## src/sv/psg_pkg.sv

```systemverilog
// Package for the three-channel sound generator.
// Types, constants and tables shared by controller, datapath and top level.
package psg_pkg;

	localparam int unsigned SampleRate = 15600;
	localparam int unsigned ToneClock = 1773400;
	localparam int unsigned NoiseClock = 1773400;
	localparam int unsigned EnvClock = 69270;
	localparam int unsigned EnvThresh = SampleRate * 10 / 16;

	localparam logic [1:0] CMD_SELECT = 2'd0;
	localparam logic [1:0] CMD_WRITE = 2'd1;
	localparam logic [1:0] CMD_READ = 2'd2;
	localparam logic [1:0] CMD_TICK = 2'd3;

	localparam logic [1:0] CFG_CHIP = 2'd0;
	localparam logic [1:0] CFG_SPEECH = 2'd1;
	localparam logic [1:0] CFG_ENV = 2'd2;

	// Divider kinds.
	typedef enum logic [1:0] {
		DIV_TONE = 2'd0,
		DIV_NOISE = 2'd1,
		DIV_ENV = 2'd2
	} div_kind_t;

	typedef enum logic [2:0] {
		ST_IDLE = 3'd0,
		ST_DIV = 3'd1,
		ST_DIV_DONE = 3'd2,
		ST_TICK = 3'd3,
		ST_MIX = 3'd4,
		ST_OUT = 3'd5
	} state_t;

	// Controller to datapath.
	typedef struct packed {
		logic div_start;
		logic div_step;
		logic div_store;
		logic advance;
		logic mix;
		logic load_out;
	} dp_cmd_t;

	// Datapath to controller.
	typedef struct packed {
		logic div_busy;
		logic needs_div;
	} dp_status_t;

	function automatic logic [4:0] vol_lookup(input logic [3:0] v);
		logic [4:0] r;
		case (v)
			4'd0, 4'd1: r = 5'd0;
			4'd2, 4'd3, 4'd4: r = 5'd1;
			4'd5, 4'd6: r = 5'd2;
			4'd7: r = 5'd3;
			4'd8: r = 5'd4;
			4'd9: r = 5'd6;
			4'd10: r = 5'd8;
			4'd11: r = 5'd10;
			4'd12: r = 5'd14;
			4'd13: r = 5'd16;
			4'd14: r = 5'd20;
			default: r = 5'd24;
		endcase
		return r;
	endfunction

endpackage

```

## src/sv/psg_ctrl.sv

```systemverilog
// Controller state machine for the sound generator.
// Uses psg_pkg for state and command types; drives the datapath.
module psg_ctrl (
	input  logic                  clk,
	input  logic                  arst_n,
	input  logic                  in_valid,
	output logic                  in_stall,
	input  logic [1:0]            in_cmd,
	input  logic                  chip_en,
	output logic                  out_valid,
	input  logic                  out_stall,
	output psg_pkg::dp_cmd_t      cmd,
	input  psg_pkg::dp_status_t   status
);

	psg_pkg::state_t state_q, state_d;
	logic out_valid_q;
	logic take;

	always_ff @(posedge clk or negedge arst_n) begin
		if (!arst_n) begin
			state_q <= psg_pkg::ST_IDLE;
			out_valid_q <= 1'b0;
		end else begin
			state_q <= state_d;
			if (cmd.load_out) out_valid_q <= 1'b1;
			else if (!out_stall) out_valid_q <= 1'b0;
		end
	end

	assign out_valid = out_valid_q;

	always_comb begin
		state_d = state_q;
		cmd = '0;
		in_stall = 1'b1;
		take = 1'b0;
		case (state_q)
			psg_pkg::ST_IDLE: begin
				in_stall = 1'b0;
				take = in_valid;
				if (take) begin
					if (in_cmd == psg_pkg::CMD_WRITE && status.needs_div) begin
						cmd.div_start = 1'b1;
						state_d = psg_pkg::ST_DIV;
					end else if (in_cmd == psg_pkg::CMD_TICK && chip_en) begin
						state_d = psg_pkg::ST_TICK;
					end else begin
						state_d = psg_pkg::ST_OUT;
					end
				end
			end
			psg_pkg::ST_DIV: begin
				cmd.div_step = 1'b1;
				if (!status.div_busy) state_d = psg_pkg::ST_DIV_DONE;
			end
			psg_pkg::ST_DIV_DONE: begin
				cmd.div_store = 1'b1;
				state_d = psg_pkg::ST_OUT;
			end
			psg_pkg::ST_TICK: begin
				cmd.advance = 1'b1;
				state_d = psg_pkg::ST_MIX;
			end
			psg_pkg::ST_MIX: begin
				cmd.mix = 1'b1;
				state_d = psg_pkg::ST_OUT;
			end
			psg_pkg::ST_OUT: begin
				if (!out_valid_q || !out_stall) begin
					cmd.load_out = 1'b1;
					state_d = psg_pkg::ST_IDLE;
				end
			end
			default: state_d = psg_pkg::ST_IDLE;
		endcase
	end

endmodule

```

## src/sv/psg_divider.sv

```systemverilog
// Restoring divider, one quotient bit per step: 21-bit dividend by a 20-bit divisor.
// Uses no package items; shared by all increment computations.
module psg_divider (
	input  logic        clk,
	input  logic        arst_n,
	input  logic        start,
	input  logic        step,
	input  logic [20:0] dividend,
	input  logic [19:0] divisor,
	output logic        busy,
	output logic [20:0] quotient
);

	logic [20:0] quo_q;
	logic [20:0] rem_q;
	logic [19:0] dvs_q;
	logic [4:0]  cnt_q;
	logic [21:0] trial;
	logic [21:0] shifted;

	assign shifted = {rem_q, quo_q[20]};
	assign trial = shifted - {2'b00, dvs_q};
	assign busy = (cnt_q != 5'd0);
	assign quotient = quo_q;

	always_ff @(posedge clk or negedge arst_n) begin
		if (!arst_n) begin
			cnt_q <= 5'd0;
		end else if (start) begin
			cnt_q <= 5'd21;
		end else if (step && busy) begin
			cnt_q <= cnt_q - 5'd1;
		end
	end

	always_ff @(posedge clk) begin
		if (start) begin
			quo_q <= dividend;
			rem_q <= '0;
			dvs_q <= divisor;
		end else if (step && busy) begin
			if (!trial[21]) begin
				rem_q <= trial[20:0];
				quo_q <= {quo_q[19:0], 1'b1};
			end else begin
				rem_q <= shifted[20:0];
				quo_q <= {quo_q[19:0], 1'b0};
			end
		end
	end

endmodule

```

## src/sv/psg_datapath.sv

```systemverilog
// Datapath: register file, generators, envelope, mixer and output register.
// Uses psg_pkg and the psg_divider unit.
module psg_datapath (
	input  logic                  clk,
	input  logic                  arst_n,
	input  logic                  take,
	input  logic [1:0]            in_cmd,
	input  logic [7:0]            in_data,
	input  logic                  speech_en,
	input  logic                  env_en,
	input  psg_pkg::dp_cmd_t      cmd,
	output psg_pkg::dp_status_t   status,
	output logic [7:0]            read_data,
	output logic signed [7:0]     sample
);

	logic [7:0]  regs_q [16];
	logic [3:0]  sel_q;
	logic [13:0] tinc_q [3];
	logic [14:0] tph_q [3];
	logic [2:0]  tlev_q;
	logic [13:0] ninc_q;
	logic [14:0] nph_q;
	logic [15:0] ngen_q;
	logic        nlev_q;
	logic [13:0] einc_q;
	logic [14:0] eph_q;
	logic [5:0]  estep_q;
	logic        edir_q;
	logic [3:0]  evol_q;
	logic [1:0]  kind_q;
	logic [1:0]  ch_q;
	logic [1:0]  pend_cmd_q;
	logic [7:0]  rd_q;
	logic signed [7:0] acc_q;
	logic [7:0]  rd_out_q;
	logic signed [7:0] smp_out_q;

	logic [3:0]  r;
	assign r = sel_q;

	// Divider operands chosen from the register being written.
	logic [20:0] dividend;
	logic [19:0] divisor;
	logic [1:0]  wch;
	logic [7:0]  fine, coarse;
	logic        div_busy;
	logic [20:0] quo;

	assign wch = r[2:1];
	always_comb begin
		fine = (wch == 2'd0) ? regs_q[0] : (wch == 2'd1) ? regs_q[2] : regs_q[4];
		coarse = (wch == 2'd0) ? regs_q[1] : (wch == 2'd1) ? regs_q[3] : regs_q[5];
		if (r == 4'd1 || r == 4'd3 || r == 4'd5) coarse = in_data;
		if (r == 4'd0 || r == 4'd2 || r == 4'd4) fine = in_data;
		dividend = 21'(psg_pkg::ToneClock);
		divisor = {4'd0, coarse[3:0], fine, 4'b0000};
		if (r == 4'd6) begin
			dividend = 21'(psg_pkg::NoiseClock);
			divisor = {11'd0, in_data[4:0], 4'b0000};
		end else if (r == 4'd11 || r == 4'd12) begin
			dividend = 21'(psg_pkg::EnvClock);
			divisor = (r == 4'd11) ? {4'd0, regs_q[12], in_data}
			                       : {4'd0, in_data, regs_q[11]};
		end
		if (divisor == 20'd0) divisor = 20'd1;
	end

	assign status.needs_div = (r <= 4'd6) || (r == 4'd11) || (r == 4'd12);
	assign status.div_busy = div_busy;

	psg_divider u_div (
		.clk      (clk),
		.arst_n   (arst_n),
		.start    (cmd.div_start),
		.step     (cmd.div_step),
		.dividend (dividend),
		.divisor  (divisor),
		.busy     (div_busy),
		.quotient (quo)
	);

	// Cap and adjust the quotient.
	logic [21:0] qv;
	logic [13:0] inc_new;
	always_comb begin
		qv = (kind_q == psg_pkg::DIV_NOISE) ? {quo, 1'b0} : {1'b0, quo};
		if (qv > 22'(psg_pkg::SampleRate)) qv = 22'(psg_pkg::SampleRate);
		if (qv == 22'(psg_pkg::SampleRate)) begin
			if (kind_q == psg_pkg::DIV_ENV) qv = 22'(psg_pkg::SampleRate * 2 / 3);
			else qv = 22'(psg_pkg::SampleRate - 10);
		end
		inc_new = qv[13:0];
	end

	// Envelope step logic.
	logic [3:0] shape, es;
	logic [3:0] env_v;
	logic [5:0] estep_n;
	logic       edir_n;
	always_comb begin
		shape = regs_q[13][3:0];
		es = estep_q[3:0];
		estep_n = estep_q;
		edir_n = edir_q;
		case (shape)
			4'd0, 4'd1, 4'd2, 4'd3, 4'd8, 4'd9, 4'd11: env_v = 4'd15 - es;
			4'd10: env_v = edir_q ? 4'd15 - es : es;
			4'd14: env_v = edir_q ? es : 4'd15 - es;
			default: env_v = es;
		endcase
		if (estep_q[4]) env_v = 4'd0;
		else if (estep_q[5]) env_v = 4'd15;
		else if (es == 4'd15) begin
			case (shape)
				4'd11, 4'd13: estep_n = 6'd32;
				4'd8, 4'd10, 4'd12, 4'd14: begin
					estep_n = 6'd0;
					if (shape == 4'd10 || shape == 4'd14) edir_n = ~edir_q;
				end
				default: estep_n = 6'd16;
			endcase
		end else begin
			estep_n = {2'b00, es + 4'd1};
		end
	end

	// Mixer: all three channels are signed, scaled and summed combinationally.
	logic signed [7:0] mix_sum;
	always_comb begin
		logic signed [7:0] s;
		logic tone_on, noise_on;
		logic signed [1:0] sg;
		logic [7:0] vreg;
		logic [3:0] vol;
		s = '0;
		for (int c = 0; c < 3; c++) begin
			tone_on = !regs_q[7][c];
			noise_on = !regs_q[7][c + 3];
			if (tone_on && noise_on)
				sg = (tlev_q[c] == nlev_q) ? (tlev_q[c] ? 2'sd1 : -2'sd1) : 2'sd0;
			else if (tone_on) sg = tlev_q[c] ? 2'sd1 : -2'sd1;
			else if (noise_on) sg = nlev_q ? 2'sd1 : -2'sd1;
			else sg = speech_en ? 2'sd1 : 2'sd0;
			vreg = regs_q[8 + c];
			if (vreg[4]) vol = env_en ? evol_q : 4'd15;
			else vol = vreg[3:0];
			if (sg == 2'sd1) s = s + 8'(psg_pkg::vol_lookup(vol));
			else if (sg == -2'sd1) s = s - 8'(psg_pkg::vol_lookup(vol));
		end
		mix_sum = s;
	end

	logic [15:0] ngen_next;
	logic [22:0] ngen_mul;
	assign ngen_mul = 23'(ngen_q + 17'd1) * 23'd75 - 23'd1;
	assign ngen_next = ngen_mul[15:0];

	always_ff @(posedge clk or negedge arst_n) begin
		if (!arst_n) begin
			for (int i = 0; i < 16; i++) regs_q[i] <= 8'hFF;
			sel_q <= '0;
			for (int i = 0; i < 3; i++) begin
				tinc_q[i] <= '0;
				tph_q[i] <= '0;
			end
			tlev_q <= 3'b111;
			ninc_q <= '0;
			nph_q <= '0;
			ngen_q <= '0;
			nlev_q <= 1'b1;
			einc_q <= '0;
			eph_q <= '0;
			estep_q <= '0;
			edir_q <= 1'b1;
			evol_q <= '0;
			kind_q <= psg_pkg::DIV_TONE;
			ch_q <= '0;
			pend_cmd_q <= psg_pkg::CMD_SELECT;
			rd_q <= 8'hFF;
			acc_q <= '0;
		end else begin
			if (take) begin
				pend_cmd_q <= in_cmd;
				rd_q <= (in_cmd == psg_pkg::CMD_READ) ? regs_q[r] : 8'hFF;
				acc_q <= '0;
				case (in_cmd)
					psg_pkg::CMD_SELECT: sel_q <= in_data[3:0];
					psg_pkg::CMD_WRITE: begin
						regs_q[r] <= in_data;
						if (r == 4'd13) estep_q <= '0;
						ch_q <= wch;
						if (r == 4'd6) kind_q <= psg_pkg::DIV_NOISE;
						else if (r == 4'd11 || r == 4'd12) kind_q <= psg_pkg::DIV_ENV;
						else kind_q <= psg_pkg::DIV_TONE;
					end
					default: ;
				endcase
			end
			if (cmd.div_store) begin
				case (kind_q)
					psg_pkg::DIV_NOISE: ninc_q <= inc_new;
					psg_pkg::DIV_ENV: einc_q <= inc_new;
					default: tinc_q[ch_q] <= inc_new;
				endcase
			end
			if (cmd.advance) begin
				logic [15:0] sm;
				for (int c = 0; c < 3; c++) begin
					tlev_q[c] <= (tph_q[c] < 15'(psg_pkg::SampleRate / 2));
					sm = {1'b0, tph_q[c]} + {2'b00, tinc_q[c]};
					if (sm >= 16'(psg_pkg::SampleRate)) sm = sm - 16'(psg_pkg::SampleRate);
					tph_q[c] <= sm[14:0];
				end
				sm = {1'b0, nph_q} + {2'b00, ninc_q};
				if (sm >= 16'(psg_pkg::SampleRate)) begin
					sm = sm - 16'(psg_pkg::SampleRate);
					ngen_q <= ngen_next;
					nlev_q <= !ngen_next[15];
				end
				nph_q <= sm[14:0];
				sm = {1'b0, eph_q} + {2'b00, einc_q};
				if (sm >= 16'(psg_pkg::EnvThresh)) begin
					sm = sm - 16'(psg_pkg::EnvThresh);
					evol_q <= env_v;
					estep_q <= estep_n;
					edir_q <= edir_n;
				end
				eph_q <= sm[15] ? 15'h7FFF : sm[14:0];
			end
			if (cmd.mix) acc_q <= mix_sum;
		end
	end

	always_ff @(posedge clk) begin
		if (cmd.load_out) begin
			rd_out_q <= rd_q;
			smp_out_q <= (pend_cmd_q == psg_pkg::CMD_TICK) ? acc_q : 8'sd0;
		end
	end

	assign read_data = rd_out_q;
	assign sample = smp_out_q;

endmodule

```

## src/sv/psg_three_channel_sound_generator.sv

```systemverilog
// Top level of the three-channel sound generator.
// Joins psg_ctrl and psg_datapath; uses psg_pkg and holds the config bits.
//
// Usage: the input channel (in_valid/in_stall) carries one bus command per
// transfer: cmd selects a register, writes the selected register, reads it,
// or issues a sample tick; bus_data is the register number or data byte.
// Every transfer produces exactly one result transfer on out_valid/out_stall,
// with read_data (register value on a read, else 255) and sample (summed
// signed channel level after a tick with the chip enabled, else 0).
// Sequence: select, read and plain writes go from ST_IDLE to ST_OUT, which
// loads the result into the output register; a tick with the chip enabled
// passes ST_TICK (advance) and ST_MIX (mix) first; a write to a period
// register passes ST_DIV and ST_DIV_DONE because the phase increment is
// computed by the shared restoring divider at one quotient bit per cycle
// (21 steps in ST_DIV, which then sees it done; ST_DIV_DONE stores the result
// and ST_OUT loads it). The next item waits until the previous result has
// been loaded into the output register.
// Reset: all registers read 255, increments and phases are zero, and the
// configuration bits return to chip and envelope enabled, speech disabled.
// When the receiver stalls, the result holds and the block accepts at most
// one further item, which it finishes and then holds until the output frees.
module psg_three_channel_sound_generator (
	input  logic              clk,
	input  logic              arst_n,
	input  logic              in_valid,
	output logic              in_stall,
	input  logic [1:0]        cmd,
	input  logic [7:0]        bus_data,
	output logic              out_valid,
	input  logic              out_stall,
	output logic [7:0]        read_data,
	output logic signed [7:0] sample,
	input  logic              cfg_valid,
	output logic              cfg_ready,
	input  logic [1:0]        cfg_index,
	input  logic [0:0]        cfg_data
);

	logic chip_en_q, speech_en_q, env_en_q;
	psg_pkg::dp_cmd_t dp_cmd;
	psg_pkg::dp_status_t dp_status;
	logic take;

	assign cfg_ready = 1'b1;

	// Configuration writes must arrive only while the block is idle; the block itself does not enforce this.
	always_ff @(posedge clk or negedge arst_n) begin
		if (!arst_n) begin
			chip_en_q <= 1'b1;
			speech_en_q <= 1'b0;
			env_en_q <= 1'b1;
		end else if (cfg_valid) begin
			case (cfg_index)
				psg_pkg::CFG_CHIP: chip_en_q <= cfg_data[0];
				psg_pkg::CFG_SPEECH: speech_en_q <= cfg_data[0];
				psg_pkg::CFG_ENV: env_en_q <= cfg_data[0];
				default: ;
			endcase
		end
	end

	assign take = in_valid && !in_stall;

	psg_ctrl u_ctrl (
		.clk       (clk),
		.arst_n    (arst_n),
		.in_valid  (in_valid),
		.in_stall  (in_stall),
		.in_cmd    (cmd),
		.chip_en   (chip_en_q),
		.out_valid (out_valid),
		.out_stall (out_stall),
		.cmd       (dp_cmd),
		.status    (dp_status)
	);

	psg_datapath u_dp (
		.clk       (clk),
		.arst_n    (arst_n),
		.take      (take),
		.in_cmd    (cmd),
		.in_data   (bus_data),
		.speech_en (speech_en_q),
		.env_en    (env_en_q),
		.cmd       (dp_cmd),
		.status    (dp_status),
		.read_data (read_data),
		.sample    (sample)
	);

endmodule
```

## config.mk

```make
export PLATFORM = sky130hd
export DESIGN_NAME = psg_three_channel_sound_generator
export DESIGN_NICKNAME = d
export VERILOG_FILES = /design/src/sv/psg_pkg.sv /design/src/sv/psg_ctrl.sv /design/src/sv/psg_divider.sv /design/src/sv/psg_datapath.sv /design/src/sv/psg_three_channel_sound_generator.sv
export SDC_FILE = /design/constraint.sdc
export NUM_CORES = 1
export LEC_CHECK = 0
export BUFFER_PORTS_ARGS = -buffer_cell sky130_fd_sc_hd__buf_4
export CAP_MARGIN = 20
export CELL_PAD_IN_SITES_DETAIL_PLACEMENT = 2
export CELL_PAD_IN_SITES_GLOBAL_PLACEMENT = 2
export CORE_ASPECT_RATIO = 0.9
export CORE_MARGIN = 2
export CORE_UTILIZATION = 41
export CTS_CLUSTER_DIAMETER = 100
export DETAILED_ROUTE_END_ITERATION = 10
export GPL_TIMING_DRIVEN = 0
export PLACE_DENSITY_LB_ADDON = 0.1
export SLEW_MARGIN = 20
export SYNTH_ARGS = -nofsm -noshare
export SYNTH_HDL_FRONTEND = slang
export SYNTH_SLANG_ARGS = --single-unit
```

## constraint.sdc

```tcl
create_clock -name clk -period 8.5 [get_ports clk]
set_input_delay 2.55 -clock clk [delete_from_list [all_inputs] [get_ports clk]]
set_output_delay 2.55 -clock clk [all_outputs]
set_load 0.02 [all_outputs]
```

# Yosys cells after proc, flatten, opt, wreduce, memory -nomap -nowiden
# Memory sizes are Yosys's and may differ from the RTL's.
# Index checks and enable logic that the tools add are counted.
[totals]
word_cells = 313
mem_count = 6
output_inout_bits = 19
inputBits = 18
ram_bits = 0
mem_bits_ro = 480
ff_bits = 420
latchBits = 0
[memory_table]
columns = ["memory", "depth", "word_bits", "read_ports", "rd_ports_with_merged_regs", "wr", "line_no", "source"]
rows = [
  ["(name not given)", 16, 5, 1, 0, 0, "psg_pkg.sv:54", "case (v)"],
  ["(name not given)", 16, 5, 1, 0, 0, "psg_pkg.sv:54", ""],
  ["(name not given)", 16, 5, 1, 0, 0, "psg_pkg.sv:54", ""],
  ["(name not given)", 16, 5, 1, 0, 0, "psg_pkg.sv:54", ""],
  ["(name not given)", 16, 5, 1, 0, 0, "psg_pkg.sv:54", ""],
  ["(name not given)", 16, 5, 1, 0, 0, "psg_pkg.sv:54", ""],
]
[classes]
n_addsub = 21
n_lt_le_gt_ge = 14
n_mul = 1
eq_ne = 50
reduce_logical = 55
bitwise = 6
muxes = 109
shift = 0
div = 0
[ops]
columns = ["cell", "n"]
rows = [
  ["$bwmux 128", 1],
  ["$mux 8", 15],
  ["$mux 21", 5],
  ["$add 15x14->16", 5],
  ["$ge 16x14->1 const B", 5],
  ["$mux 15", 5],
  ["$sub 15x14->15 const B", 4],
  ["$mux 5", 10],
  ["$mux 16", 3],
  ["$mux 6", 8],
  ["$lt 15x13->1 const B", 3],
  ["$eq 4x4->1 const B", 11],
  ["$mux 22", 2],
  ["$mux 4", 11],
  ["$bwmux 42", 1],
  ["$mux 20", 2],
  ["$mux 2", 18],
  ["$bmux 8 s4", 1],
  ["$demux 8 s4", 1],
  ["$demux 14 s2", 1],
  ["$mux 14", 2],
  ["$mul 23x7->16 const B", 1],
  ["$eq 22x14->1 const B", 1],
  ["$gt 22x14->1 const B", 1],
  ["other kinds (51)", 139],
]

# Logic depth before layout (Yosys ltp)
[depth]
depth_word = 17
depth_mapped = 25
mapped_depth_nobuf = 24

# Hierarchy
# From an unflattened synthesis, not the netlist that was laid out.
[unflattened]
hier_cells = 2838
hier_area_um2 = 28377.2
[by_module_without_submodules]
columns = ["mod", "n_inst", "area_each_um2", "seq_area_each_um2", "cells_per_inst"]
rows = [
  ["psg_datapath", 1, 23927.9, 8889.8, 2401],
  ["psg_divider", 1, 3993.8, 1776.7, 391],
  ["psg_ctrl", 1, 299.0, 100.1, 34],
  ["psg_three_channel_sound_generator", 1, 156.4, 77.6, 12],
]

# Worst setup path after synthesis
# OpenSTA, ideal clock, no wires.
[synth_path]
path_type = "register to register"
start = "reg u_dp.regs_q[60] (netlist name)"
end = "reg u_dp.acc_q[7]"
required_ps = 8390
t_arrival_ps = 4557
stages_incl_launch_ff = 23
period_less_slack_ps = 4667
setup_slack_ps = 3833
cell_sequence = "dfstp_2 > clkbuf_1 > a21o_1 > clkbuf_1 > nor2_1 > xnor2_1 > nand2_1 > ha_1 > nor2_1 > a211o_1 > inv_1 > fa_1 > o211ai_1 > o21ai_0 > ha_1 > a21oi_1 > o21bai_1 > a21oi_1 > nor2b_1 > o21a_1 > o21ai_0 > a21oi_1 > o41ai_1"
[synth_via]
elab_chain_cells = 14
elab_cells_between_ends = 17
cone_classes = "5 x add/sub; 10 x mux; 2 x memory"
[synth_lines]
columns = ["element", "line_no", "source"]
rows = [
  ["start, declared", "psg_datapath.sv:17", "logic [7:0] regs_q [16];"],
  ["start signal, assigned by index", "psg_datapath.sv:190", "regs_q[r] <= in_data;"],
  ["$mux 4 (*)", "psg_datapath.sv:146", "if (vreg[4]) vol = env_en ? evol_q : 4'd15;"],
  ["$mem_v2 16x5", "--", ""],
  ["$mux 5", "psg_datapath.sv:149", "else if (sg == -2'sd1) s = s - 8'(psg_pkg::vol_lookup(vol));"],
  ["$mux 5", "psg_datapath.sv:148", "if (sg == 2'sd1) s = s + 8'(psg_pkg::vol_lookup(vol));"],
  ["$sub 1x5->6", "psg_datapath.sv:149", ""],
  ["$mux 8", "psg_datapath.sv:149", ""],
  ["$mux 8 (*)", "psg_datapath.sv:148", ""],
  ["$sub 8x5->8", "psg_datapath.sv:149", ""],
  ["$mux 8", "psg_datapath.sv:149", ""],
  ["$mux 8 (*)", "psg_datapath.sv:148", ""],
  ["$sub 8x5->8", "psg_datapath.sv:149", ""],
  ["$mux 8", "psg_datapath.sv:149", ""],
  ["$mux 8 (*)", "psg_datapath.sv:148", ""],
  ["$mux 8 (*)", "psg_datapath.sv:231", "if (cmd.mix) acc_q <= mix_sum;"],
  ["end signal, assigned", "psg_datapath.sv:231", ""],
  ["end, declared", "psg_datapath.sv:35", "logic signed [7:0] acc_q;"],
]
# Every way passes the cells marked *; elsewhere a longest branch is shown, timed or not. The select of a mux whose other input is x is not followed.
# A chain may end at the register's enable or synchronous reset.

# Final worst setup path
# Ends and elaborated chain as after synthesis.

==> metrics.md <==
| Metric | Value |
|---|---|
| Status | `finished, final reports clean` |
| FFs w/ async S/R, synth | `82.2%` |
| Clock Skews | `just under 0.04 ns` |
| Max_cap viols | `0` |
| Clk pin slew, worst setup/hold paths | `0.06 ns` |
| Total congestion overflow | `0` |
| Multi-input gate area | `15100 µm²` |
| Final Hold Viols | `0` |
| Die Area | `67200 µm²` |
| I/O Pins | `37` |
| Setup repair after global routing missed its margin | `no` |
| Overall Power | `10.2 mW` |
| DR vias/cell | `just under 6` |
| Place WS | `2.82 ns` |
| Hold_buf cts | `0` |
| Layout net count | `3024` |
| Mean Syn Cell Area | `9.84 µm²` |
| Ys flop type | `dfrtp_1` |
| Internal power | `5.76 mW` |
| Yosys cell types | `98` |
| Post-CTS setup buffers | `0` |
| CP max-delay cell | `dfstp_2` |
| Routed length per placed instance | `24.6 µm` |
| N_diodes | `0` |
| IR drop worst, VDD | `approximately 0.00026 V` |
| Area of the core | `between 60000 and 70000 µm²` |
| Final Util | `a little under half` |
| WS Path Type | `reg2reg` |
| Power density over the cells | `340 nW/µm²` |
| Initial antenna violation count | `2` |
| DRT iter0 DRCs | `around 1200` |
| Hold/Removal Path Class | `reg2reg` |
| Part of the power in registers | `28.5%` |
| # clock sinks | `415` |
| Cts repair resizes | `0` |
| I/O Buffers | `33` |
| Net count after synthesis | `a little under 3000` |
| Switching Fraction | `43.4%` |
| Initial Util | `41.5%` |
| Clock Path Buffers | `3` |
| Final Setup Violations | `0` |
| # rows | `88` |
| Proportion of power drawn by the clock network | `21.4%` |
| DIE HEIGHT | `246 µm` |
| TritonRoute pass-1 iters | `5` |
| Post-DP Area | `28200 µm²` |
| Global Route Usage Sum | `27.6%` |
| Crit path cell chain | `clkbuf_1 -> a21o_1 -> clkbuf_1 -> nor2_1 -> xnor2_1 -> nand2_1 -> ha_1 -> nor2_1 -> a211o_1 -> inv_1 -> fa_1 -> o211ai_1 -> o21ai_0 -> ha_1 -> a21oi_1 -> o21bai_1 -> a21oi_1 -> nor2b_1 -> o21ai_0 -> o21ai_0 -> o21ai_0 -> a21oi_1 -> o41ai_1` |
| Register area share after synthesis | `40.2%` |
| Residual DRC count | `0` |
| Layout Cells excl Fill | `around 3700` |
| Hold_ws | `0.473 ns` |
| Worst-Skew Late Latency | `0.63 ns` |
| Synth Instances | `2713` |
| Maximum fanout along the worst path | `10` |
| Post-synthesis cell area | `about 27000 µm²` |
| Fin worst setup slack | `2.86 ns` |
| Synth Warn # | `0` |
| Layout cell share with drive strength beyond 1 | `17.7%` |
| Critical path startpoint category | `register` |
| Final ANT Viol Nets | `0` |
| Number of synthesized register bits | `~420` |
| Worst Path Required | `9.00 ns` |
| Crit end category | `register` |
| Gpl congestion | `between 0.9 and 1` |
| Leak pwr | `12.7 nW` |
| Share of the cycle needed by the critical path after routing | `66.3%` |
| Reg area | `10700 µm²` |
| Final setup TNS | `0 ns` |
| HPWL Detailed | `68.7 mm` |
| Post-route minimum period | `5.64 ns` |
| Die W | `roughly 270 µm` |
| CTS tree | `built` |
| Fmax | `0.177 GHz` |
| H-Tree Depth | `2` |
| Crit-path max cell delay | `0.53 ns` |
| Max-slew violations | `0` |
| Total CTS buffers | `50` |
| Max-slew headroom | `a little over a fifth` |
| Largest net degree at the start of global routing | `93` |
| CTS Root Cell | `clkbuf_16` |
| Comb power frac | `50.1%` |
| Worst path most repeated cell | `o21ai_0` |
| Vias in the first global route | `24200` |
| Area Growth Syn to Fin | `11.9%` |
| Vias post-DR | `21900` |
| Psw | `4.41 mW` |
| First-pass GRT wire length | `144 mm` |
| Post-synth EDFFs | `53` |
| Measured slew at the worst slew-check pin | `1.18 ns` |
| Worst EP arrival | `6.14 ns` |
| Final WL | `approximately 91 mm` |
| Design area | `29900 µm²` |
| Fillcell total | `6741` |
| Inst Count DP | `3610` |
## cell usage after synthesis, types with 11 or more instances
| master | count | area share (%) |
|---|---|---|
| dfxtp_1 | 21 | 1.6 |
| o31ai_1 | 25 | 0.70 |
| xnor2_1 | 82 | 2.7 |
| nor3_1 | 48 | 0.90 |
| nand2_1 | 324 | 4.6 |
| o211ai_1 | 22 | 0.62 |
| a21o_1 | 37 | 1.0 |
| mux2_2 | 135 | 5.7 |
| nand2b_1 | 27 | 0.63 |
| dfrtp_1 | 198 | 19 |
| or3_1 | 18 | 0.42 |
| o21ai_1 | 12 | 0.23 |
| a211oi_1 | 33 | 0.93 |
| dfstp_2 | 143 | 14 |
| o21a_1 | 21 | 0.59 |
| clkbuf_1 | 92 | 1.3 |
| ha_1 | 162 | 7.6 |
| o21ai_0 | 290 | 5.4 |
| a31oi_1 | 21 | 0.49 |
| inv_1 | 127 | 1.8 |
| and3_1 | 19 | 0.45 |
| a21oi_1 | 128 | 2.4 |
| mux2i_1 | 41 | 1.5 |
| mux4_2 | 40 | 3.4 |
| xor2_1 | 63 | 2.1 |
| or2_2 | 20 | 0.47 |
| fa_1 | 37 | 2.8 |
| buf_1 | 11 | 0.15 |
| nor2b_1 | 39 | 0.91 |
| nor2_1 | 161 | 2.3 |
| nand3_1 | 41 | 0.77 |
| o21bai_1 | 17 | 0.48 |
| edfxtp_1 | 53 | 6.0 |
## logic make-up (layout without fill, tap and decap cells)
kind of cell             Yosys count  after routing  share of synthesized area, %
multiplexers                     216            216                          10.6
AO/OA/AOI/OAI                    726            726                          17.0
adder cells (fa/ha/maj)          199            199                          10.4
flip-flops                       415            415                          40.2
other                              1              1                        0.0140
XOR/XNOR                         145            145                          4.76
AND/OR/NAND/NOR                  774            774                          13.6
buffers and inverters            237            371                          3.42
## path summary, 6_finish.rpt
path	depth (start not counted)	end	slack (ns)	startpoint
setup / recovery	23	u_dp.acc_q[7]	2.86	u_dp.regs_q[60]
min in group asynchronous	1	u_dp.ngen_q[1]	1.84	arst_n
max in group asynchronous	4	u_dp.regs_q[101]	5.13	arst_n
hold / removal	2	u_dp.rd_q[6]	0.47	u_dp.rd_q[6]
hold reg to reg	2	u_dp.rd_q[6]	0.47	u_dp.rd_q[6]
setup reg to reg	23	u_dp.acc_q[7]	2.86	u_dp.regs_q[60]
## power by group through the flow
| stage | clock [mW] | combinational, mW | sequential, mW |
|---|---|---|---|
| 2_1_floorplan | 0 | 3.62 | 2.77 |
| 3_3_place_gp | 0 | 4.68 | 2.89 |
| 3_5_place_dp | 0 | 5.01 | 2.93 |
| 4_1_cts | 2.22 | 5.10 | 2.90 |
| 5_1_grt | 2.30 | 5.69 | 2.96 |
| 6_report | 2.18 | 5.09 | 2.90 |
## cell usage in the layout, fill, tap and decap left out, types with 50 or more instances in the layout
cell type / netlist / final
dfrtp_1: 198 / 198
clkbuf_16: 0 / 50
a21oi_1: 128 / 128
ha_1: 162 / 162
clkbuf_1: 92 / 100
xor2_1: 63 / 63
dfstp_2: 143 / 143
mux2_2: 135 / 135
xnor2_1: 82 / 82
nor2_1: 161 / 159
inv_1: 127 / 127
nand2_1: 324 / 324
o21ai_0: 290 / 289
edfxtp_1: 53 / 53
## cell type report
type,instances,area share [%]
sequential,415,35.9
timing repair buffer,42,1.35
inverter,128,1.61
clock buffer,72,4.90
tap,855,3.58
multi-input combinational,2061,50.6
clock inverter,20,0.641
buffer,109,1.45
## critical path, delay by kind of cell (launching register included)
kind                       cells  cell delay (ns)
DFF                            1             0.53
and+or+nand+nor                4             0.42
AOI/OAI and AO/OA             12             2.39
buffers and inverters          3             0.80
adders and majority gates      3             1.20
xor gates and xnor gates       1             0.19
## layer usage
layer	wire [µm]	share of wire, %	track usage (%)
met5	0	0	0
met4	2250	2.5	7.33
met3	4140	4.5	4.27
met2	43200	47	45.9
met1	41500	46	37.3
## flip-flops by register name (all words and copies together), names as in the netlist, 3 cells and up
signal / flops
u_dp.regs_q: 128
u_dp.tph_q: 45
u_dp.tinc_q: 42
u_dp.u_div.quotient: 21
u_dp.u_div.rem_q: 21
u_dp.u_div.dvs_q: 16
u_dp.eph_q: 15
u_dp.ngen_q: 15
u_dp.nph_q: 15
u_dp.einc_q: 14
u_dp.ninc_q: 14
u_dp.acc_q: 8
u_dp.rd_q: 8
u_dp.read_data: 8
u_dp.sample: 8
u_dp.estep_q: 6
u_dp.u_div.cnt_q: 5
u_dp.evol_q: 4
u_dp.r: 4
u_ctrl.state_q: 3
u_dp.tlev_q: 3
Power figures use the tool's default switching activity.
